<file path="config.mk">
export PLATFORM = sky130hd
export DESIGN_NAME = sprite_rle_scanline_decoder_unit
export DESIGN_NICKNAME = d
export VERILOG_FILES = /design/src/design/sprle_pkg.sv /design/src/design/sprite_rle_scanline_decoder_unit.sv /design/src/design/sprle_cfg.sv /design/src/design/sprle_step.sv
export SDC_FILE = /design/constraint.sdc
export NUM_CORES = 1
export LEC_CHECK = 0
export BUFFER_PORTS_ARGS = -buffer_cell sky130_fd_sc_hd__buf_2
export CORE_ASPECT_RATIO = 2
export CORE_MARGIN = 3
export CORE_UTILIZATION = 30
export DETAILED_ROUTE_END_ITERATION = 8
export PLACE_DENSITY = 0.57
export SYNTH_ARGS = -nofsm -noshare
export SYNTH_HDL_FRONTEND = slang
export SYNTH_SLANG_ARGS = --single-unit
</file>
<file path="constraint.sdc">
create_clock -name clk -period 7.5 [get_ports clk]
set_input_delay 0.375 -clock clk [delete_from_list [all_inputs] [get_ports clk]]
set_output_delay 0.375 -clock clk [all_outputs]
set_load 0.05 [all_outputs]
</file>
<file path="src/design/sprle_pkg.sv">
`timescale 1ns / 1ps
// Shared types, widths and codes for the sprite run-length scanline decoder.
// No dependencies; imported by every module of the block.
package sprle_pkg;

  localparam int DIM_W      = 9;            // frame_width / frame_height registers
  localparam int ROW_BASE_W = 2 * DIM_W;    // row * width
  localparam int COL_W      = 17;
  localparam int LIT_W      = 7;
  localparam int ADDR_W     = ROW_BASE_W + 1;
  localparam int PIX_ADDR_W = 16;
  localparam int BYTE_W     = 8;
  localparam int STATUS_W   = 3;
  localparam int CFG_IDX_W  = 2;
  localparam int CFG_DATA_W = 24;

  localparam logic [BYTE_W-1:0] CTRL_EOL   = 8'h80;
  localparam logic [LIT_W-1:0]  RUN_MASK   = 7'h7F;
  localparam logic [COL_W-1:0]  COLUMN_MAX = '1;

  localparam logic [STATUS_W-1:0] ST_CONTROL = 3'd0;
  localparam logic [STATUS_W-1:0] ST_PIXEL   = 3'd1;
  localparam logic [STATUS_W-1:0] ST_DONE    = 3'd2;
  localparam logic [STATUS_W-1:0] ST_OVERRUN = 3'd3;
  localparam logic [STATUS_W-1:0] ST_BOUNDS  = 3'd4;
  localparam logic [STATUS_W-1:0] ST_IGNORED = 3'd5;

  localparam logic [CFG_IDX_W-1:0] REG_WIDTH  = 2'd0;
  localparam logic [CFG_IDX_W-1:0] REG_HEIGHT = 2'd1;
  localparam logic [CFG_IDX_W-1:0] REG_LENGTH = 2'd2;

  typedef struct packed {
    logic [COL_W-1:0]      column;
    logic [DIM_W-1:0]      row;
    logic [ROW_BASE_W-1:0] row_base;
    logic [LIT_W-1:0]      literal_left;
    logic                  active;
  } dec_state_t;

  typedef struct packed {
    logic [DIM_W-1:0]      eff_w;
    logic [DIM_W-1:0]      eff_h;
    logic [ROW_BASE_W-1:0] limit;
  } frame_geom_t;

endpackage

</file>
<file path="src/design/sprite_rle_scanline_decoder_unit.sv">
`timescale 1ns / 1ps
// Sprite run-length scanline decoder: takes one coded byte per cycle unless the result
// stalls and returns one result per byte, through an input register and a result register.
// Throughput is one byte per cycle when not stalled, set by the single-pass decode between
// the two registers (one small dimension multiplier and the address add and bounds compare).
// Depends on sprle_pkg, sprle_cfg and sprle_step.
module sprite_rle_scanline_decoder_unit
  import sprle_pkg::*;
#(
  parameter int MAX_DIM     = 256,
  parameter int LENGTH_BITS = 24
) (
  input  logic                  clk,
  input  logic                  rst,
  input  logic                  cfg_we,
  input  logic [CFG_IDX_W-1:0]  cfg_index,
  input  logic [CFG_DATA_W-1:0] cfg_data,
  input  logic                  in_valid,
  output logic                  in_ready,
  input  logic [BYTE_W-1:0]     coded_byte,
  input  logic                  frame_start,
  output logic                  out_valid,
  input  logic                  out_ready,
  output logic [STATUS_W-1:0]   status,
  output logic [PIX_ADDR_W-1:0] pixel_address,
  output logic [BYTE_W-1:0]     pixel_value
);

  localparam int LEN_W = (LENGTH_BITS < CFG_DATA_W) ? LENGTH_BITS : CFG_DATA_W;

  frame_geom_t           geom;
  logic [LEN_W-1:0]      data_length;

  logic                  hold_valid;
  logic [BYTE_W-1:0]     hold_byte;
  logic                  hold_start;
  logic                  hold_fire;

  dec_state_t            state;
  dec_state_t            state_next;
  logic [LEN_W-1:0]      bytes_taken;
  logic [LEN_W-1:0]      bytes_taken_next;
  logic [STATUS_W-1:0]   status_next;
  logic [PIX_ADDR_W-1:0] pixel_address_next;
  logic [BYTE_W-1:0]     pixel_value_next;

  sprle_cfg #(.MAX_DIM(MAX_DIM), .LEN_W(LEN_W)) u_cfg (
    .clk         (clk),
    .rst         (rst),
    .cfg_we      (cfg_we),
    .cfg_index   (cfg_index),
    .cfg_data    (cfg_data),
    .geom        (geom),
    .data_length (data_length)
  );

  sprle_step #(.LEN_W(LEN_W)) u_step (
    .state            (state),
    .bytes_taken      (bytes_taken),
    .data_length      (data_length),
    .geom             (geom),
    .coded_byte       (hold_byte),
    .frame_start      (hold_start),
    .state_next       (state_next),
    .bytes_taken_next (bytes_taken_next),
    .status_code      (status_next),
    .addr             (pixel_address_next),
    .value            (pixel_value_next)
  );

  // advance the held request whenever the result register is free or draining
  assign hold_fire = hold_valid && (!out_valid || out_ready);
  assign in_ready  = !hold_valid || hold_fire;

  always_ff @(posedge clk) begin
    if (rst) begin
      hold_valid <= 1'b0;
    end else if (in_ready) begin
      hold_valid <= in_valid;
    end
  end

  always_ff @(posedge clk) begin
    if (in_valid && in_ready) begin
      hold_byte  <= coded_byte;
      hold_start <= frame_start;
    end
  end

  always_ff @(posedge clk) begin
    if (rst) begin
      state       <= '0;
      bytes_taken <= '0;
    end else if (hold_fire) begin
      state       <= state_next;
      bytes_taken <= bytes_taken_next;
    end
  end

  always_ff @(posedge clk) begin
    if (rst) begin
      out_valid <= 1'b0;
    end else if (hold_fire) begin
      out_valid <= 1'b1;
    end else if (out_ready) begin
      out_valid <= 1'b0;
    end
  end

  always_ff @(posedge clk) begin
    if (hold_fire) begin
      status        <= status_next;
      pixel_address <= pixel_address_next;
      pixel_value   <= pixel_value_next;
    end
  end

endmodule

</file>
<file path="src/design/sprle_cfg.sv">
`timescale 1ns / 1ps
// Configuration registers with clamped frame dimensions and pixel limit.
// Depends on sprle_pkg.
module sprle_cfg
  import sprle_pkg::*;
#(
  parameter int MAX_DIM = 256,
  parameter int LEN_W   = 24
) (
  input  logic                  clk,
  input  logic                  rst,
  input  logic                  cfg_we,
  input  logic [CFG_IDX_W-1:0]  cfg_index,
  input  logic [CFG_DATA_W-1:0] cfg_data,
  output frame_geom_t           geom,
  output logic [LEN_W-1:0]      data_length
);

  localparam logic [DIM_W-1:0] DIM_CAP = (MAX_DIM >= (1 << DIM_W)) ? '1 : DIM_W'(MAX_DIM);

  logic [DIM_W-1:0] frame_width;
  logic [DIM_W-1:0] frame_height;

  always_ff @(posedge clk) begin
    if (rst) begin
      frame_width  <= DIM_W'(1);
      frame_height <= DIM_W'(1);
      data_length  <= '0;
    end else if (cfg_we) begin
      unique case (cfg_index)
        REG_WIDTH:  frame_width  <= cfg_data[DIM_W-1:0];
        REG_HEIGHT: frame_height <= cfg_data[DIM_W-1:0];
        REG_LENGTH: data_length  <= cfg_data[LEN_W-1:0];
        default: ;
      endcase
    end
  end

  function automatic logic [DIM_W-1:0] clamp_dim(input logic [DIM_W-1:0] v);
    if (v == '0) return DIM_W'(1);
    if (v > DIM_CAP) return DIM_CAP;
    return v;
  endfunction

  always_comb begin
    geom.eff_w = clamp_dim(frame_width);
    geom.eff_h = clamp_dim(frame_height);
    geom.limit = geom.eff_w * geom.eff_h;
  end

endmodule

</file>
<file path="src/design/sprle_step.sv">
`timescale 1ns / 1ps
// Per-byte decode: next decoder state and the result for one coded byte.
// Depends on sprle_pkg.
module sprle_step
  import sprle_pkg::*;
#(
  parameter int LEN_W = 24
) (
  input  dec_state_t            state,
  input  logic [LEN_W-1:0]      bytes_taken,
  input  logic [LEN_W-1:0]      data_length,
  input  frame_geom_t           geom,
  input  logic [BYTE_W-1:0]     coded_byte,
  input  logic                  frame_start,
  output dec_state_t            state_next,
  output logic [LEN_W-1:0]      bytes_taken_next,
  output logic [STATUS_W-1:0]   status_code,
  output logic [PIX_ADDR_W-1:0] addr,
  output logic [BYTE_W-1:0]     value
);

  dec_state_t            cur;
  logic [LEN_W-1:0]      bytes_cur;
  logic [COL_W:0]        col_sum;
  logic [ADDR_W-1:0]     addr_sum;
  logic [DIM_W-1:0]      mul_row;
  logic [ROW_BASE_W-1:0] product;
  logic                  eol_step;

  always_comb begin
    cur       = state;
    bytes_cur = bytes_taken;
    if (frame_start) begin
      cur.column       = '0;
      cur.row          = geom.eff_h - DIM_W'(1);
      cur.literal_left = '0;
      cur.active       = 1'b1;
      bytes_cur        = '0;
    end

    state_next       = cur;
    bytes_taken_next = bytes_cur;
    status_code      = ST_IGNORED;
    addr             = '0;
    value            = '0;
    eol_step         = 1'b0;

    col_sum  = {1'b0, cur.column} + (COL_W + 1)'(coded_byte[LIT_W-1:0]);
    addr_sum = ADDR_W'(cur.row_base) + ADDR_W'(cur.column);

    if (!cur.active) begin
      status_code = ST_IGNORED;
    end else if (bytes_cur >= data_length) begin
      status_code       = ST_OVERRUN;
      state_next.active = 1'b0;
    end else begin
      if (bytes_cur != '1) bytes_taken_next = bytes_cur + LEN_W'(1);
      if (cur.literal_left != '0) begin
        if (addr_sum >= ADDR_W'(geom.limit)) begin
          status_code       = ST_BOUNDS;
          state_next.active = 1'b0;
        end else begin
          status_code             = ST_PIXEL;
          addr                    = addr_sum[PIX_ADDR_W-1:0];
          value                   = coded_byte;
          state_next.literal_left = cur.literal_left - LIT_W'(1);
          if (cur.column != COLUMN_MAX) state_next.column = cur.column + COL_W'(1);
        end
      end else if (coded_byte == CTRL_EOL) begin
        if (cur.row == '0) begin
          status_code       = ST_DONE;
          state_next.active = 1'b0;
        end else begin
          status_code       = ST_CONTROL;
          eol_step          = 1'b1;
          state_next.row    = cur.row - DIM_W'(1);
          state_next.column = '0;
        end
      end else if (coded_byte[BYTE_W-1]) begin
        status_code       = ST_CONTROL;
        // skip transparent pixels, saturating the column
        state_next.column = col_sum[COL_W] ? COLUMN_MAX : col_sum[COL_W-1:0];
      end else begin
        status_code             = ST_CONTROL;
        state_next.literal_left = coded_byte[LIT_W-1:0] & RUN_MASK;
      end
    end

    // one multiplier serves both frame start and line end
    mul_row = eol_step ? cur.row - DIM_W'(1) : cur.row;
    product = mul_row * geom.eff_w;
    if (frame_start || eol_step) state_next.row_base = product;
  end

endmodule

</file>
==> metrics, run 1 <==
half-perimeter wire length after placement 41.3 mm; number of nets with antenna violations after detailed routing 0; cell types with the highest counts after synthesis sky130_fd_sc_hd__nand2_1 (220), sky130_fd_sc_hd__nor2_1 (204), sky130_fd_sc_hd__inv_1 (194); share of synthesized area spent on multiplexers 2.89%; post-synthesis instance area about 15000 um2; total clock buffers created by CTS 17; most used flip-flop cell after synthesis sky130_fd_sc_hd__dfxtp_1; dominant cells by area after synthesis sky130_fd_sc_hd__dfxtp_1 (16%), sky130_fd_sc_hd__fa_1 (13%), sky130_fd_sc_hd__ha_1 (12%); number of cells produced by synthesis 1876; std cell rows 117; average cell area after synthesis between 8 and 9 um2; Worst Path Arrival roughly 7500 ps; Async SR Flop Fraction 0%; delay of the slowest cell on the worst path 560 ps; largest family of logic cells by synthesized area adder cells; capture instance of the worst register-to-register path state[25]; count of state elements after synthesis 156; TritonCTS clock tree built; overall die area 54400 um2; Cell Pwr Density about 130 nW/um2; initial antenna violation count 0; area fraction in compound gates after synthesis between 10 and 15%; Setup violations, final 0; cell internal pwr around 1500 uW; clock period minus final worst setup slack 7180 ps; height of the die about 330 um; ANT cells 0; Pins Over Slew Limit 0; clock latency at the later pin of the worst-skew pair roughly 460 ps; synthesized-area fraction occupied by xor and xnor cells 4.17%; Clk network pwr share 37.4%; final RePlAce weighted congestion 0.917; CP Launch Point u_cfg.frame_height[0]; first-pass GRT wire length roughly 80 mm; end point of the critical path state[25]; post-route clock skew 16.0 ps; Detailed Routing Iterations Pass 1 6; fill cell instance count of the final layout 5391; depth of the worst register-to-register path 31; area of the multi-input gates 11100 um2; number of flops mapped to enable cells by yosys 36; number of global-route vias before repair 14500; Seq. cell area 3490 um2; CTS HTree Levels 4; CP max stage cell sky130_fd_sc_hd__fa_1; switch share 35.6%; Critical Path End Type flip-flop; leakage component of the power 0.00785 uW; area inside the core boundary 50900 um2; largest fanout on the critical path 6; startpoint type of the worst setup path flip-flop; R2R Path Start u_cfg.frame_height[0]; synthesis-to-finish area growth 15.1%; highest ir drop seen on vdd 0.127 mV; maximum clock frequency roughly 140 MHz; headroom to the max-slew limit a little under two fifths; CP dominant cell by count sky130_fd_sc_hd__fa_1; DRC Markers 0; number of buffers between clock root and the deepest sink 2; Post-Syn Nets 2165; most frequent cell after synthesis sky130_fd_sc_hd__nand2_1; Routed WL per cell between 15 and 20 um; worst-case register-to-register setup slack 320 ps; violation count after the first detailed-routing iteration 833; Netlist cell types 94; Worst Setup Slack post-DPL 4.80 ps; setup slack of the critical path after layout roughly 320 ps; fraction of the yosys area taken by sequential cells 22.6%; Vias per Instance 5.25; via total after detailed routing 13800; master cell of the clock root buffer sky130_fd_sc_hd__clkbuf_16; Port Buffers slightly below 70; post-route clock period utilization a little over nine tenths; run status finished clean; post-layout total power 2390 uW; number of warnings issued by yosys 0; Switching Power 853 uW; largest net degree at the start of global routing 68; summed negative setup slack over all endpoints 0 ps; worst endpoint required time 7850 ps; final hold violation count 0; Worst Hold Slack 88.9 ps; area share of the largest cell type after synthesis between 10% and 20%; relative contribution of sequential cells to total power approximately 38%; basic-gate share of the synthesized area counting and, or, nand and nor cells 23.8%; nets@finish 2258; critical path start-end classification flip-flop to flip-flop; floorplan die width around 170 um; number of max-cap violations 0; clk sinks 156; unrepaired setup endpoints after global routing no; HP Class input port to flip-flop; aggregate global routing overflow 0; Global Route Usage Sum 18.8%; area leader, netlist sky130_fd_sc_hd__dfxtp_1; starting utilization of the core area 30.3%; total wire length 51.4 mm; clock-pin transition on the worst setup and hold timing paths 80 ps; Adder-Cell Fraction of Synth Area 25.1%; proportion of power drawn by combinational gates 24.6%; num ports approximately 70; share of final-layout standard cells stronger than drive strength 1 around 14%; Cells on Worst Hold Path 1; slew at the pin closest to its max-slew limit around 940 ps
## registers in the layout, summed over array words and instances, names as in the netlist
signal,flops
hold_valid,1
status,3
hold_start,1
bytes_taken,24
out_valid,1
u_cfg.frame_height,9
u_cfg.frame_width,9
pixel_value,8
state,52
u_cfg.data_length,24
hold_byte,8
pixel_address,16
## area by class of cell
type	count	area share, %
clock buffer	17	2.40
clock inverter	15	0.965
timing repair buffer	153	5.59
multi-input combinational	1443	62.6
sequential	156	19.6
inverter	198	4.18
tap	654	4.61
## through the flow
| stage | instances | util, % | cell area (um2) |
|---|---|---|---|
| 2_1_floorplan | 1876 | - | 15500 |
| 3_3_place_gp | 2600 | 33.3 | 16900 |
| 3_5_place_dp | 2600 | 33.3 | 16900 |
| 4_1_cts | 2632 | 34.4 | 17500 |
| 5_1_grt | 2636 | 34.9 | 17800 |
| 6_report | 2636 | 34.9 | 17800 |
## how the worst min path moves through the flow
stage	to	start	slack, ps
after CTS	hold_byte[0]	coded_byte[0]	70
after global placement	state[32]	state[32]	450
after global routing	hold_byte[3]	coded_byte[3]	80
after floorplan	state[13]	state[13]	440
final	hold_byte[0]	coded_byte[0]	90
after detailed placement	u_cfg.data_length[8]	u_cfg.data_length[8]	450
## power by group through the flow
stage          registers (uW)  logic [uW]  clock network (uW)
5_1_grt                   911         641                 942
2_1_floorplan             942         339                   0
6_report                  908         590                 896
4_1_cts                   908         575                 912
3_5_place_dp              927         571                   0
3_3_place_gp              926         565                   0
## logic make-up after synthesis
kind of cell,Yosys count
xor gates and xnor gates,68
AOI/OAI and AO/OA,329
muxes,44
adders and majority gates,249
and+or+nand+nor,753
DFF,156
buffers and inverters,277
## routing by layer
layer	global-route usage (%)	part of all wire, %	routed length (um)	vias to the layer above
li1	-	-	-	6624
met2	37.7	56	28900	358
met4	10.8	6.1	3160	0
met5	0	0	0	-
met1	18.2	35	17800	6741
met3	1.80	3.1	1570	125
## layout by cell type, fill, tap and decap left out, types with 32 or more instances in the layout
cell type,n
sky130_fd_sc_hd__nand2_1,220
sky130_fd_sc_hd__nor2_1,201
sky130_fd_sc_hd__inv_1,193
sky130_fd_sc_hd__ha_1,144
sky130_fd_sc_hd__dfxtp_1,118
sky130_fd_sc_hd__a21oi_1,104
sky130_fd_sc_hd__fa_1,102
sky130_fd_sc_hd__buf_4,85
sky130_fd_sc_hd__buf_2,67
sky130_fd_sc_hd__nor2b_1,57
sky130_fd_sc_hd__o21ai_0,48
sky130_fd_sc_hd__nand3_1,44
sky130_fd_sc_hd__xnor2_1,43
sky130_fd_sc_hd__and3_1,40
sky130_fd_sc_hd__mux2i_1,39
sky130_fd_sc_hd__edfxtp_1,36
sky130_fd_sc_hd__nor3_1,32
## what timing repair did
| action | 4_1_cts | 5_1_grt |
|---|---|---|
| pin swaps | 0 | 14 |
| hold buffers | 0 | 0 |
| resized for setup | 1 | 43 |
| setup buffers | 0 | 4 |
| endpoints found under the hold margin | 0 | 0 |
| endpoints found under the setup margin | 7 | 57 |
## worst max-delay path, delay by kind of cell (launching register included)
kind / cells / cell delay (ps)
buffers and inverters: 5 / 560
adders and majority gates: 7 / 2950
DFF: 1 / 350
xor gates and xnor gates: 1 / 130
AOI/OAI and AO/OA: 7 / 1050
and+or+nand+nor: 11 / 2010
(Power assumes the default switching activity.)
==> run 2, diff against run 1 <==
- SYNTH_HIERARCHICAL: unset -> 1
==> run 2 against run 1 <==
  * Core utilization increased by 2.0 points
  * Clock-buffer cell count increased by 1
  * Synthesized cell count increased by 8.8%
  * Clock skew increased by 2.3 ps
  * Sequential power about the same
  * Area after synthesis increased by 8.6%
  * Maximum frequency decreased by 3.3%
  * Sequential share of layout area decreased by 2.5 points
  * Clock power increased by 2.6%
  * First-iteration DRC count decreased by 5.3%
  * Global-route usage decreased by 0.47 points
  * Highest routed layer unchanged
==> metrics, run 2 <==
Vias per Instance 5.06; Worst Path Arrival 7810 ps; overall die area around 59000 um2; final RePlAce weighted congestion 0.882; CP max stage cell sky130_fd_sc_hd__fa_1; fill cell instance count of the final layout 5765; Cells on Worst Hold Path 1; TritonCTS clock tree built; nets@finish 2533; post-route clock period utilization 99.0%; final hold violation count 0; area leader, netlist sky130_fd_sc_hd__dfxtp_1; largest net degree at the start of global routing 112; Worst Setup Slack post-DPL -324 ps; largest fanout on the critical path 3; count of state elements after synthesis 156; HP Class input port to flip-flop; clock period minus final worst setup slack between 7000 and 8000 ps; half-perimeter wire length after placement 43.3 mm; largest registers state x52, bytes_taken x24, u_cfg/data_length x24; worst-case register-to-register setup slack 80 ps; clock latency at the later pin of the worst-skew pair 470 ps; first-pass GRT wire length 85.0 mm; Async SR Flop Fraction 0%; Port Buffers between 60 and 70; Seq. cell area 3490 um2; master cell of the clock root buffer sky130_fd_sc_hd__clkbuf_16; depth of the worst register-to-register path 35; area inside the core boundary between 50000 and 60000 um2; summed negative setup slack over all endpoints 0 ps; number of warnings issued by yosys 6; headroom to the max-slew limit approximately 32%; highest ir drop seen on vdd between 0.15 and 0.2 mV; violation count after the first detailed-routing iteration 789; via total after detailed routing 15200; number of nets with antenna violations after detailed routing 0; critical path start-end classification flip-flop to flip-flop; most used cells in the layout excluding fill and tap cells sky130_fd_sc_hd__inv_1 (212), sky130_fd_sc_hd__nand2_1 (204), sky130_fd_sc_hd__buf_4 (189), sky130_fd_sc_hd__nand2b_1 (168), sky130_fd_sc_hd__ha_1 (137); post-route clock skew 18.2 ps; number of max-cap violations 0; height of the die 340 um; register containing the most flip-flops in the final layout state; area share of the largest cell type after synthesis 14.3%; Netlist cell types 91; most used flip-flop cell after synthesis sky130_fd_sc_hd__dfxtp_1; average cell area after synthesis 8.22 um2; number of global-route vias before repair 16000; dominant cells by area after synthesis sky130_fd_sc_hd__dfxtp_1 (14%), sky130_fd_sc_hd__fa_1 (12%), sky130_fd_sc_hd__ha_1 (11%); floorplan die width about 170 um; worst endpoint required time 7890 ps; fraction of the yosys area taken by sequential cells 20.8%; starting utilization of the core area 30.3%; Setup violations, final 0; most common cell after layout, fill and taps aside sky130_fd_sc_hd__inv_1; delay of the slowest cell on the worst path 570 ps; startpoint type of the worst setup path flip-flop; run status finished clean; hold endpoint hold_byte[1]; total wire length around 54 mm; leakage component of the power just over 0.009 uW; share of final-layout standard cells stronger than drive strength 1 19.1%; ANT cells 0; total clock buffers created by CTS 17; maximum clock frequency 135 MHz; post-synthesis instance area 16800 um2; synthesis-to-finish area growth 21.5%; CP dominant cell by count sky130_fd_sc_hd__fa_1; cell types with the highest counts after synthesis sky130_fd_sc_hd__inv_1 (224), sky130_fd_sc_hd__nand2_1 (214), sky130_fd_sc_hd__nand2b_1 (168); Cell Pwr Density 126 nW/um2; Routed WL per cell between 15 and 20 um; slew at the pin closest to its max-slew limit 1010 ps; std cell rows 122; DRC Markers 0; clock-pin transition on the worst setup and hold timing paths around 70 ps; Post-Syn Nets roughly 2300; clk sinks 156; unrepaired setup endpoints after global routing yes; R2R Path Start u_cfg/frame_height[4]; CTS HTree Levels 4; number of cells produced by synthesis 2041; capture instance of the worst register-to-register path state[25]; Detailed Routing Iterations Pass 1 5; Global Route Usage Sum 18.3%; Pins Over Slew Limit 0; aggregate global routing overflow 0; setup slack of the critical path after layout between 70 and 80 ps; final core utilization 36.9%; area of the multi-input gates roughly 13000 um2; number of flops mapped to enable cells by yosys 36; initial antenna violation count 0; Critical Path End Type flip-flop; Hold Startpoint coded_byte[1]; most frequent cell after synthesis sky130_fd_sc_hd__inv_1; max reg flops 52; number of buffers between clock root and the deepest sink 2; num ports 69
-- run 2: worst max-delay path by stage --
stage,startpoint,to,slack [ps],cells after the start
6_report,u_cfg/frame_height[4],state[25],80,35
5_1_grt,u_cfg/frame_height[4],state[25],-290,36
4_1_cts,u_cfg/frame_height[7],state[25],-70,36
3_5_place_dp,u_cfg/frame_height[4],state[42],-320,32
3_3_place_gp,u_cfg/frame_width[4],state[42],-250,32
2_1_floorplan,hold_start,state[24],-80,34
-- run 2: logic make-up after synthesis --
| logic type | share of synthesized area (%) |
|---|---|
| simple gates | 25.7 |
| xor+xnor | 3.95 |
| mux | 6.20 |
| buf+inv | 7.44 |
| compound gates | 12.8 |
| fa+ha+maj | 23.1 |
| flops | 20.8 |
-- run 2: repair_timing --
action / in CTS / in global routing
buffers inserted: 22 / 17
pin swaps: 50 / 48
resized for setup: 50 / 72
hold buffers: 0 / 0
setup endpoints to repair: 33 / 58
endpoints found under the hold margin: 0 / 0
-- run 2: where the power goes --
group / leakage, uW / internal (uW) / total [uW] / switching [uW]
sequential: 0.00131 / 886 / 906 / 20.5
clock: 0.000291 / 489 / 919 / 430
combinational: 0.00746 / 299 / 737 / 438
total: 0.00906 / 1670 / 2560 / 888
-- run 2: final cells by class --
cell class / count / area share [%]
Tap cell: 744 / 4.57
Timing Repair Buffer: 269 / 9.45
Inverter: 226 / 4.16
Clock inverter: 14 / 0.700
Sequential cell: 156 / 17.1
Multi-Input combinational cell: 1574 / 61.8
Clock buffer: 18 / 2.21
-- run 2: per-layer routing --
metal | global-route usage (%) | vias to the layer above | routed length [um]
met3 | 1.75 | 158 | 1280
li1 | - | 7297 | -
met4 | 13.7 | 0 | 4500
met1 | 16.7 | 7407 | 18200
met5 | 0 | - | 0
met2 | 36.5 | 331 | 30400
-- run 2: worst max-delay path: cells and delay by family (launching register included) --
kind / cells / cell delay (ps)
multiplexers: 2 / 280
AO/OA/AOI/OAI: 11 / 2050
adder cells (fa/ha/maj): 7 / 2790
flip-flops: 1 / 340
buffers and inverters: 7 / 540
AND/OR/NAND/NOR: 8 / 1350
-- run 2: per-stage QoR --
step	cell area [um2]	power, uW	hold slack, ps	std cells
after floorplan	16900	1320	436	2041
after global placement	19000	1580	449	2931
after detailed placement	19000	1590	451	2931
after CTS	20000	2550	57.7	2985
after global routing	20400	2680	68.7	3001
final	20400	2560	82.8	3001
